==> src/hdl/lbcs_pkg.sv <==
`default_nettype none

package lbcs_pkg;

  localparam int TIME_W   = 32;
  localparam int CODE_W   = 8;
  localparam int IVL_W    = 11;
  localparam int POS_W    = 7;
  localparam int NUM_REGS = 3;
  localparam int REG_IDX_W = 2;

  localparam logic [IVL_W-1:0] LONG_MS  = IVL_W'(2000);
  localparam logic [IVL_W-1:0] SHORT_MS = IVL_W'(500);

  // config register indexes
  typedef enum logic [REG_IDX_W-1:0] {
    REG_RED    = 2'd0,
    REG_YELLOW = 2'd1,
    REG_BLUE   = 2'd2
  } reg_idx_t;

  // Blink pattern bit at a position: each set code bit k moves the running
  // sum by 2(k+1) and marks sum-1 long; the terminator sits at the final sum.
  function automatic logic pattern_bit(input logic [CODE_W-1:0] code,
                                       input logic [POS_W-1:0] pos);
    logic [POS_W-1:0] sum;
    logic             hit;
    sum = '0;
    hit = 1'b0;
    for (int k = 0; k < CODE_W; k++) begin
      if (code[k]) begin
        sum = sum + POS_W'(2 * (k + 1));
        if (pos == sum - POS_W'(1)) begin
          hit = 1'b1;
        end
      end
    end
    return hit | (pos == sum);
  endfunction

endpackage

`default_nettype wire

==> src/hdl/lbcs_if.sv <==
`default_nettype none

interface lbcs_time_if;
  logic                          valid;
  logic                          ready;
  logic [lbcs_pkg::TIME_W-1:0]   time_ms;

  modport source(output valid, output time_ms, input ready);
  modport sink(input valid, input time_ms, output ready);
endinterface

interface lbcs_led_if;
  logic valid;
  logic ready;
  logic red_on;
  logic yellow_on;
  logic blue_on;

  modport source(output valid, output red_on, output yellow_on, output blue_on,
                 input ready);
  modport sink(input valid, input red_on, input yellow_on, input blue_on,
               output ready);
endinterface

`default_nettype wire

==> src/hdl/led_blink_code_sequencer_unit.sv <==
`default_nettype none

// LED blink code sequencer. Each word on time_in carries the current time in
// milliseconds; for each word one word leaves on led_out with the red, yellow
// and blue LED levels after that time step. Blink codes are written through
// write_en/write_index/write_data (index 0 red, 1 yellow, 2 blue, 8 bits each,
// zero disables a channel); write them only while no word is in flight.
// Throughput is one word per clock while led_out is not stalled. A result
// passes through the input register, then the per-channel state update
// feeding the output register, before it is on led_out. Both sides may
// stall freely.
module led_blink_code_sequencer_unit #(
  parameter int NUM_CHANNELS = 3
) (
  input  wire logic                               clk,
  input  wire logic                               rst,
  input  wire logic                               write_en,
  input  wire logic [lbcs_pkg::REG_IDX_W-1:0]     write_index,
  input  wire logic [lbcs_pkg::CODE_W-1:0]        write_data,
  lbcs_time_if.sink                               time_in,
  lbcs_led_if.source                              led_out
);

  // channels past the register list never light an output
  localparam int NUM_ACTIVE =
    (NUM_CHANNELS < lbcs_pkg::NUM_REGS) ? NUM_CHANNELS : lbcs_pkg::NUM_REGS;

  logic [lbcs_pkg::CODE_W-1:0] codes [NUM_ACTIVE];
  logic [NUM_ACTIVE-1:0]       led_next;
  logic [lbcs_pkg::NUM_REGS-1:0] led_pad;

  logic                        hold_valid;
  logic [lbcs_pkg::TIME_W-1:0] hold_time;
  logic                        proc;
  logic                        out_valid;
  logic [lbcs_pkg::NUM_REGS-1:0] out_leds;

  assign proc          = hold_valid && (!out_valid || led_out.ready);
  assign time_in.ready = !hold_valid || proc;

  always_ff @(posedge clk) begin
    if (rst) begin
      for (int i = 0; i < NUM_ACTIVE; i++) begin
        codes[i] <= '0;
      end
    end else if (write_en) begin
      for (int i = 0; i < NUM_ACTIVE; i++) begin
        if (write_index == lbcs_pkg::REG_IDX_W'(i)) begin
          codes[i] <= write_data;
        end
      end
    end
  end

  always_ff @(posedge clk) begin
    if (rst) begin
      hold_valid <= 1'b0;
    end else if (time_in.ready) begin
      hold_valid <= time_in.valid;
    end
  end

  always_ff @(posedge clk) begin
    if (time_in.valid && time_in.ready) begin
      hold_time <= time_in.time_ms;
    end
  end

  for (genvar c = 0; c < NUM_ACTIVE; c++) begin : g_chan
    lbcs_chan u_chan (
      .clk      (clk),
      .rst      (rst),
      .step     (proc),
      .time_ms  (hold_time),
      .code     (codes[c]),
      .led_next (led_next[c])
    );
  end

  for (genvar j = 0; j < lbcs_pkg::NUM_REGS; j++) begin : g_pad
    if (j < NUM_ACTIVE) begin : g_live
      assign led_pad[j] = led_next[j];
    end else begin : g_zero
      assign led_pad[j] = 1'b0;
    end
  end

  always_ff @(posedge clk) begin
    if (rst) begin
      out_valid <= 1'b0;
    end else if (proc) begin
      out_valid <= 1'b1;
    end else if (led_out.ready) begin
      out_valid <= 1'b0;
    end
  end

  always_ff @(posedge clk) begin
    if (proc) begin
      out_leds <= led_pad;
    end
  end

  assign led_out.valid     = out_valid;
  assign led_out.red_on    = out_leds[lbcs_pkg::REG_RED];
  assign led_out.yellow_on = out_leds[lbcs_pkg::REG_YELLOW];
  assign led_out.blue_on   = out_leds[lbcs_pkg::REG_BLUE];

endmodule

`default_nettype wire

==> src/hdl/lbcs_chan.sv <==
`default_nettype none

module lbcs_chan (
  input  wire logic                          clk,
  input  wire logic                          rst,
  input  wire logic                          step,
  input  wire logic [lbcs_pkg::TIME_W-1:0]   time_ms,
  input  wire logic [lbcs_pkg::CODE_W-1:0]   code,
  output logic                               led_next
);

  logic [lbcs_pkg::TIME_W-1:0] last_change_time, last_change_time_next;
  logic [lbcs_pkg::IVL_W-1:0]  wait_interval, wait_interval_next;
  logic [lbcs_pkg::POS_W-1:0]  bit_position, bit_position_next;
  logic                        last_was_long, last_was_long_next;
  logic                        led_level;

  logic [lbcs_pkg::TIME_W-1:0] elapsed;
  logic                        due;
  logic                        pbit;

  assign elapsed = time_ms - last_change_time;
  assign due     = elapsed >= lbcs_pkg::TIME_W'(wait_interval);
  assign pbit    = lbcs_pkg::pattern_bit(code, bit_position);

  always_comb begin
    last_change_time_next = last_change_time;
    wait_interval_next    = wait_interval;
    bit_position_next     = bit_position;
    last_was_long_next    = last_was_long;
    led_next              = led_level;
    if (step && due) begin
      last_change_time_next = time_ms;
      if (code != '0) begin
        if (pbit && last_was_long) begin
          // two longs in a row: restart now, serviced again on the next word
          bit_position_next  = '0;
          wait_interval_next = '0;
          last_was_long_next = 1'b0;
        end else begin
          bit_position_next  = bit_position + lbcs_pkg::POS_W'(1);
          wait_interval_next = pbit ? lbcs_pkg::LONG_MS : lbcs_pkg::SHORT_MS;
          last_was_long_next = pbit;
          led_next           = ~led_level;
        end
      end
    end
  end

  always_ff @(posedge clk) begin
    if (rst) begin
      last_change_time <= '0;
      wait_interval    <= '0;
      bit_position     <= '0;
      last_was_long    <= 1'b0;
      led_level        <= 1'b0;
    end else begin
      last_change_time <= last_change_time_next;
      wait_interval    <= wait_interval_next;
      bit_position     <= bit_position_next;
      last_was_long    <= last_was_long_next;
      led_level        <= led_next;
    end
  end

endmodule

`default_nettype wire

==> src/flat_wrapper.sv <==
// flat-port wrapper written by rule: the top's interface ports become plain ports
module led_blink_code_sequencer_unit_flat 
#(
  parameter int NUM_CHANNELS = 3
)
  (clk, rst, write_en, write_index, write_data, time_in_valid, time_in_time_ms, time_in_ready, led_out_valid, led_out_red_on, led_out_yellow_on, led_out_blue_on, led_out_ready);
  lbcs_time_if time_in_i ();
  lbcs_led_if led_out_i ();
  input  wire logic clk;
  input  wire logic rst;
  input  wire logic write_en;
  input  wire logic [lbcs_pkg::REG_IDX_W-1:0] write_index;
  input  wire logic [lbcs_pkg::CODE_W-1:0] write_data;
  input wire logic [$bits(time_in_i.valid)-1:0] time_in_valid;
  input wire logic [$bits(time_in_i.time_ms)-1:0] time_in_time_ms;
  output wire logic [$bits(time_in_i.ready)-1:0] time_in_ready;
  output wire logic [$bits(led_out_i.valid)-1:0] led_out_valid;
  output wire logic [$bits(led_out_i.red_on)-1:0] led_out_red_on;
  output wire logic [$bits(led_out_i.yellow_on)-1:0] led_out_yellow_on;
  output wire logic [$bits(led_out_i.blue_on)-1:0] led_out_blue_on;
  input wire logic [$bits(led_out_i.ready)-1:0] led_out_ready;
  assign time_in_i.valid = time_in_valid;
  assign time_in_i.time_ms = time_in_time_ms;
  assign time_in_ready = time_in_i.ready;
  assign led_out_valid = led_out_i.valid;
  assign led_out_red_on = led_out_i.red_on;
  assign led_out_yellow_on = led_out_i.yellow_on;
  assign led_out_blue_on = led_out_i.blue_on;
  assign led_out_i.ready = led_out_ready;
  led_blink_code_sequencer_unit #(.NUM_CHANNELS(NUM_CHANNELS)) u_core (.clk(clk), .rst(rst), .write_en(write_en), .write_index(write_index), .write_data(write_data), .time_in(time_in_i), .led_out(led_out_i));
endmodule
==> config.mk <==
export PLATFORM = sky130hd
export DESIGN_NAME = led_blink_code_sequencer_unit_flat
export DESIGN_NICKNAME = d
export VERILOG_FILES = /design/src/hdl/lbcs_pkg.sv /design/src/hdl/lbcs_if.sv /design/src/hdl/led_blink_code_sequencer_unit.sv /design/src/hdl/lbcs_chan.sv /design/src/flat_wrapper.sv
export SDC_FILE = /design/constraint.sdc
export NUM_CORES = 1
export LEC_CHECK = 0
export BUFFER_PORTS_ARGS = -buffer_cell sky130_fd_sc_hd__buf_4
export CAP_MARGIN = 20
export CELL_PAD_IN_SITES_DETAIL_PLACEMENT = 1
export CELL_PAD_IN_SITES_GLOBAL_PLACEMENT = 2
export CORE_MARGIN = 2
export CORE_UTILIZATION = 43
export DETAILED_ROUTE_END_ITERATION = 7
export HOLD_SLACK_MARGIN = 0.02
export PLACE_DENSITY = 0.89
export SLEW_MARGIN = 20
export SYNTH_ARGS = -nofsm -noshare
export SYNTH_HDL_FRONTEND = slang
export SYNTH_SLANG_ARGS = --single-unit
==> constraint.sdc <==
create_clock -name clk -period 11.23 [get_ports clk]
set_input_delay 0.5615 -clock clk [delete_from_list [all_inputs] [get_ports clk]]
set_output_delay 0.5615 -clock clk [all_outputs]
set_load 0.05 [all_outputs]
==> results of run 1 <==
[layout by cell type (no fill, tap or decap), types with 11 or more instances in the layout]
cell       netlist  layout
nor3b_1         19      19
nand3_1         86      86
a21boi_0        13      13
o32ai_1         11      11
dfxtp_1        131     131
buf_4            2      61
and3_1          30      30
o31ai_1         25      24
clkbuf_16        0      17
nor2b_1         32      32
o211ai_1        22      22
or2_2           13      13
nor2_1         186     186
or4_1           18      18
nor4_1          16      16
edfxtp_1        59      59
inv_1          172     172
a31oi_1         28      27
nand4_1         42      42
a21o_1          39      39
o21a_1          25      25
and2_1          26      26
a211oi_1        19      19
or3_1           16      16
nor3_1          50      50
ha_1           171     171
mux2i_1         77      77
o22ai_1         14      14
a21oi_1        176     176
o2111ai_1       12      12
o21ai_0        114     113
xnor2_1        121     121
xor2_1          80      80
nand2b_1        37      37
nand2_1        150     150
xnor3_1         13      13
[per-layer routing]
metal,global-route usage,vias up,wire length (µm)
met5,0,-,13
met4,0.0800,2,1410
met3,0.0275,81,1940
met2,0.446,348,28500
met1,0.314,8633,26100
li1,-,8528,-
[metrics by stage]
stage	util	setup WS (ns)	instance area, µm²	std cells
6_report	0.463	4.61	20400	2933
3_3_place_gp	0.450	4.97	19800	2901
5_1_grt	0.463	4.04	20400	2933
3_5_place_dp	0.450	4.75	19800	2901
4_1_cts	0.463	4.67	20400	2933
2_1_floorplan	-	5.44	19100	2375
[sequential cells by signal, summed over array words and instances (netlist names)]
name	flops
u_core.hold_valid	1
u_core.codes	24
u_core.g_chan.u_chan.led_level	3
u_core.g_chan.u_chan.wait_interval	9
u_core.hold_time	32
u_core.led_out.valid	1
u_core.g_chan.u_chan.bit_position	21
u_core.g_chan.u_chan.last_change_time	96
u_core.out_leds	3
[worst reg2reg max path, delay by kind of cell, from the launching register on]
family | cells | cell delay (ns)
and+or+nand+nor | 8 | 1.54
xor gates and xnor gates | 4 | 1.45
adders and majority gates | 4 | 1.35
buffers and inverters | 3 | 0.39
AOI/OAI and AO/OA | 5 | 0.93
DFF | 1 | 0.64
muxes | 1 | 0.26
[logic make-up (layout without fill, tap and decap cells)]
family	count (synthesis)	after routing	share of synthesized area
adder cells (fa/ha/maj)	174	174	0.115
AO/OA/AOI/OAI	643	643	0.230
AND/OR/NAND/NOR	764	764	0.206
XOR/XNOR	221	221	0.116
buffers and inverters	303	269	0.0620
flip-flops	190	190	0.229
multiplexers	80	80	0.0420
[cell type report]
type / instances / area [µm²] / area share
Timing Repair Buffer: 61 / 458 / 0.0224
Inverter: 176 / 664 / 0.0325
Tap cell: 592 / 741 / 0.0363
Clock inverter: 13 / 144 / 0.00705
Multi-Input combinational cell: 1882 / 13600 / 0.665
Clock buffer: 19 / 433 / 0.0212
Sequential cell: 190 / 4390 / 0.215
[power groups by stage]
stage / clock network [mW] / registers [mW] / logic, mW
final: 0.615 / 0.807 / 1.27
after global routing: 0.655 / 0.814 / 1.41
after CTS: 0.631 / 0.808 / 1.26
after detailed placement: 0 / 0.824 / 1.25
after global placement: 0 / 0.821 / 1.20
after floorplan: 0 / 0.790 / 0.995
[final timing paths]
check / endpoint / cells after the start / startpoint
max: u_core.g_chan[0].u_chan.led_level / 25 / u_core.codes[0][0]
min reg2reg: u_core.g_chan[2].u_chan.last_change_time[5] / 2 / u_core.g_chan[2].u_chan.last_change_time[5]
min: u_core.hold_time[9] / 1 / time_in_time_ms[9]
max reg2reg: u_core.g_chan[0].u_chan.led_level / 25 / u_core.codes[0][0]
==> impl_results.md, run 1 <==
- Outcome: complete, no violations
- Area Growth Syn to Fin: 6.64%
- GRT Overall Usage: 0.250
- VDD IR max: ~0.00011 V
- Critical Path Sink Type: flop
- Max-Cap Viols: 0
- Synth Warn #: 0
- Number of fill cells: 5390
- CTS H-tree depth: 4
- Setup TNS: 0 ns
- Initial DRC Count: ~940
- Area leader, netlist: dfxtp_1
- CTS resizes: 0
- CP startpoint kind: flop
- # rows: 77
- Average size of a mapped cell: around 8.1 µm²
- Vias in the first global route: roughly 18000
- Core Box Area: ~44000 µm²
- Worst EP required: 11.62 ns
- Most frequent cells after synthesis: nor2_1 (186), a21oi_1 (176), inv_1 (172)
- Least-Margin Pin Slew: approximately 1.1 ns
- Switching share of power: 0.414
- Crit path max-delay cell type: edfxtp_1
- Yosys top cell area share: 0.137
- CTS tree: yes
- First-pass GRT wire length: roughly 95000 µm
- Maximum clock rate: about 150 MHz
- Skew-Pair Late Insertion Delay: ~0.46 ns
- CTS Buffer Depth: 2
- Synth Net Count: ~2600
- CTS Sinks: 190
- Flop2flop setup slack: about 4.6 ns
- Final wirelength: approximately 58000 µm
- Most instantiated library cell after synthesis: nor2_1
- Clock network power share: 0.229
- CP dominant cell by count: ha_1
- Final period utilization: 0.589
- Die area: 46200 µm²
- Post-route DRC: 0
- Main flop type after synthesis: dfxtp_1
- PortBufs: 51
- Initial Utilization: 0.434
- DIE HEIGHT: around 220 µm
- Syn Inst Count: 2375
- Largest net degree at the start of global routing: between 60 and 70
- Post-layout power: 2.69 mW
- CTS buffer count: 17
- Crit path buffers/inverters: 3
- Remaining global-route overflow: 0
- Layout net count: approximately 2500
- Hold WC Path Type: in2reg
- Vias: between 15000 and 20000
- Share of cells above drive strength 1: 0.0671
- Cell variety after synth: 114
- Post-CTS Hold Buffers: 0
- Worst-path clk slew: ~0.080 ns
- Critical-path maximum fanout: 14
- Register share of total power: 0.300
- Setup repair bufs after CTS: 0
- Post-synth EDFFs: slightly below 60
- Sequential cell area fraction in the yosys report: 0.229
- Hold slack: between 0.2 and 0.3 ns
- CP delay by family, top: simple AND/OR/NAND/NOR gates
- Switching Power: 1.11 mW
- FF+latch count, synth: between 150 and 200
- I/O Pins: between 50 and 60
- Relative slew slack: 0.276
- Chip width: around 220 µm
- Worst EP arrival: around 7 ns
- Logic pwr share: 0.471
- Internal Dissipation: approximately 1.6 mW
- Pleak: just under 8 nW
- PD cells: around 130 nW/µm²
- Synth Cell Area: approximately 19000 µm²
- Top cells by area, synth: dfxtp_1 (14%), ha_1 (11%), edfxtp_1 (9.3%), xnor2_1 (5.5%), a21oi_1 (4.6%)
- CTS root buf: clkbuf_16
- Endpoints failing hold: 0
- WL/cell: between 15 and 20 µm
- Remaining antenna violation count: 0
- N_diodes: 0
- Post-DP HPWL: between 40000 and 50000 µm
- Crit path time final: between 6 and 7 ns
- Gpl congestion: 0.893
- Max Slew Vio Count: 0
- Critical path type: reg2reg
- RSZ-0062 raised after global routing: no
- Ys async rst share: 0
- DR pass1 iterations: 5
- Final Setup Violations: 0
- CP peak stage delay: ~0.64 ns
- Routed vias/inst: 6.00
- Initial antenna violation count: 1
- Clk_skew: between 0.01 and 0.015 ns
Power figures use the tool's default switching activity.
==> run 2: changes to the inputs <==
- ABC_AREA: unset -> 1
- CORE_UTILIZATION: 43 -> 33
- PLACE_DENSITY: 0.89 -> 0.79
- clock period: 11.23 -> 6 ns (I/O delays scaled with it)
==> run 2 against run 1 <==
Clock skew shrank 0.0018 ns. Via count grew 2.3%. Largest power group unchanged. Largest cell class unchanged. Cell count grew 21%.
==> impl_results.md, run 2 <==
- I/O Pins: 52
- Crit path max-delay cell type: edfxtp_1
- Worst R2R End: u_core.out_leds[2]
- Layout net count: approximately 3000
- DR pass1 iterations: 5
- # rows: 86
- Final Setup Violations: 0
- Crit path buffers/inverters: 5
- Met1 Use GR: 0.269
- Remaining antenna violation count: 0
- Final period utilization: 0.846
- CTS root buf: clkbuf_16
- Initial antenna violation count: 0
- Sequential cell area fraction in the yosys report: 0.238
- Largest register FFs: 96
- Relative slew slack: 0.434
- Critical path destination: u_core.out_leds[2]
- Critical Path Source: u_core.codes[0][16]
- Top cells by area, synth: dfxtp_1 (14%), nand2_1 (12%), ha_1 (12%), edfxtp_1 (9.6%), inv_1 (7.5%)
- Most instantiated library cell after synthesis: nand2_1
- Critical-path maximum fanout: 8
- Most frequent cells in the layout: nand2_1 (591), inv_1 (368), a21oi_1 (268), nor2_1 (203), nand3_1 (199)
- Hold WC Path Type: in2reg
- Share of cells above drive strength 1: 0.0722
- Top reg by flops: u_core.g_chan.u_chan.last_change_time
- Worst hold path depth: 3
- Average size of a mapped cell: between 6 and 7 µm²
- Setup repair bufs after CTS: 0
- Met2 GRT Util: 0.360
- Area Growth Syn to Fin: 10.8%
- Vias in the first global route: between 15000 and 20000
- Top Registers: u_core.g_chan.u_chan.last_change_time: 96 flops, u_core.hold_time: 32 flops, u_core.codes: 24 flops
- Area leader, netlist: dfxtp_1
- Syn Inst Count: 2740
- Post-route DRC: 0
- Clk_skew: 0.0105 ns
- GRT busiest layer: met2
- Setup TNS: 0 ns
- Critical path type: reg2reg
- Flop2flop setup slack: 0.92 ns
- PortBufs: 51
- Outcome: complete, no violations
- CTS tree: yes
- Crit. path cell count: 29
- GR Layer Usage met3: 0.0193
- Chip width: between 200 and 250 µm
- VDD IR max: around 0.00023 V
- Synth Net Count: between 2000 and 3000
- CP delay by family, top: simple AND/OR/NAND/NOR gates
- Worst-path clk slew: roughly 0.070 ns
- Least-Margin Pin Slew: 0.841 ns
- Vias: about 18000
- Most frequent cells after synthesis: nand2_1 (591), inv_1 (369), a21oi_1 (268)
- Post-DP HPWL: 48600 µm
- PD cells: ~240 nW/µm²
- Cell variety after synth: 65
- CP startpoint kind: flop
- Worst EP required: 6.22 ns
- Post-CTS Hold Buffers: 32
- CTS H-tree depth: 4
- WL/cell: about 17 µm
- Maximum clock rate: 197 MHz
- RSZ-0062 raised after global routing: no
- N_diodes: 0
- CP peak stage delay: slightly above 0.5 ns
- Largest net degree at the start of global routing: just under 80
- Ys async rst share: 0
- Initial DRC Count: between 600 and 700
- CTS resizes: 0
- Worst EP arrival: around 5.3 ns
- Endpoints failing hold: 0
- Critical Path Sink Type: flop
- DIE HEIGHT: ~240 µm
- Commonest non-fill, non-tap cell in the layout: nand2_1
- CP dominant cell by count: nand2_1
- Initial Utilization: 0.334
- Core Box Area: roughly 55000 µm²
- Main flop type after synthesis: dfxtp_1
- CTS Buffer Depth: 2
- FF+latch count, synth: between 150 and 200
- Hold slack: 0.120 ns
- Remaining global-route overflow: 0
- Max-Cap Viols: 0
- Routed vias/inst: about 5.1
- Synth Warn #: 0
- Final wirelength: 59100 µm
- Post-synth EDFFs: 59
- Gpl congestion: 0.899
- Pleak: 9.08 nW
- Skew-Pair Late Insertion Delay: between 0.4 and 0.5 ns
- CTS buffer count: 17
- CTS Sinks: 190
- Synth Cell Area: 18500 µm²
- Max Slew Vio Count: 0
- Die area: ~58000 µm²
- Reg2Reg Depth: 29
- Crit path time final: between 5 and 6 ns
- GRT Overall Usage: 0.205
- R2R Path Start: u_core.codes[0][16]
- First-pass GRT wire length: between 90000 and 100000 µm
- Yosys top cell area share: 0.142
## run 2: cell count changes in the layout (fill, tap and decap cells not counted), moves of 59 or more
cell / delta
inv_1: +196
a21oi_1: +92
nand3_1: +113
xnor2_1: -86
o21ai_0: +59
nand2_1: +441
mux2i_1: -77
## run 2: power breakdown
group          switching [mW]  internal (mW)
clock network           0.538          0.635
registers              0.0971           1.42
logic                    1.38          0.777
## run 2: layer usage
layer,vias to the layer above,part of all wire
met3,59,0.020
met4,0,0.020
met2,183,0.48
met1,8576,0.48
li1,9187,-
met5,-,0
## run 2: worst min-delay path by stage
stage	from	to	slack, ns
5_1_grt	time_in_valid	u_core.hold_valid	0.10
4_1_cts	time_in_valid	u_core.hold_valid	0.09
6_report	time_in_valid	u_core.hold_valid	0.12
3_3_place_gp	u_core.g_chan[0].u_chan.last_change_time[30]	u_core.g_chan[0].u_chan.last_change_time[30]	0.44
3_5_place_dp	u_core.g_chan[0].u_chan.last_change_time[18]	u_core.g_chan[0].u_chan.last_change_time[18]	0.45
2_1_floorplan	time_in_time_ms[0]	u_core.hold_time[0]	0.40
## run 2: per-stage QoR
step / utilization / total power, mW / setup WS (ns) / std cells / cell area, µm²
floorplan: - / 3.14 / 1.69 / 2740 / 18500
global placement: 0.354 / 3.60 / 1.09 / 3482 / 19600
detailed placement: 0.354 / 3.68 / 0.937 / 3482 / 19600
CTS: 0.371 / 4.89 / 0.909 / 3546 / 20500
global route: 0.371 / 5.24 / 0.423 / 3546 / 20500
finish: 0.371 / 4.84 / 0.923 / 3546 / 20500
## run 2: kinds of logic (layout without fill, tap and decap cells)
group,after synthesis,after routing,synth area share
AO/OA/AOI/OAI,568,568,0.172
XOR/XNOR,169,169,0.0848
adder cells (fa/ha/maj),174,174,0.119
buffers and inverters,449,507,0.0935
flip-flops,190,190,0.238
AND/OR/NAND/NOR,1190,1190,0.293
## run 2: final cells by class
type / instances / area (µm²)
fillers: 7115 / 34800
well taps: 748 / 936
repair buffers: 89 / 748
flip-flops and latches: 190 / 4390
multi-input cells: 2101 / 12400
clock buffers: 19 / 443
clock inverters: 13 / 150
inverters: 386 / 1450
## run 2: worst reg2reg max path, delay by kind of cell, from the launching register on
family	cells	cell delay (ns)
buffers and inverters	5	0.45
AOI/OAI and AO/OA	4	0.83
DFF	1	0.51
xor gates and xnor gates	1	0.16
adders and majority gates	4	1.29
and+or+nand+nor	15	1.61
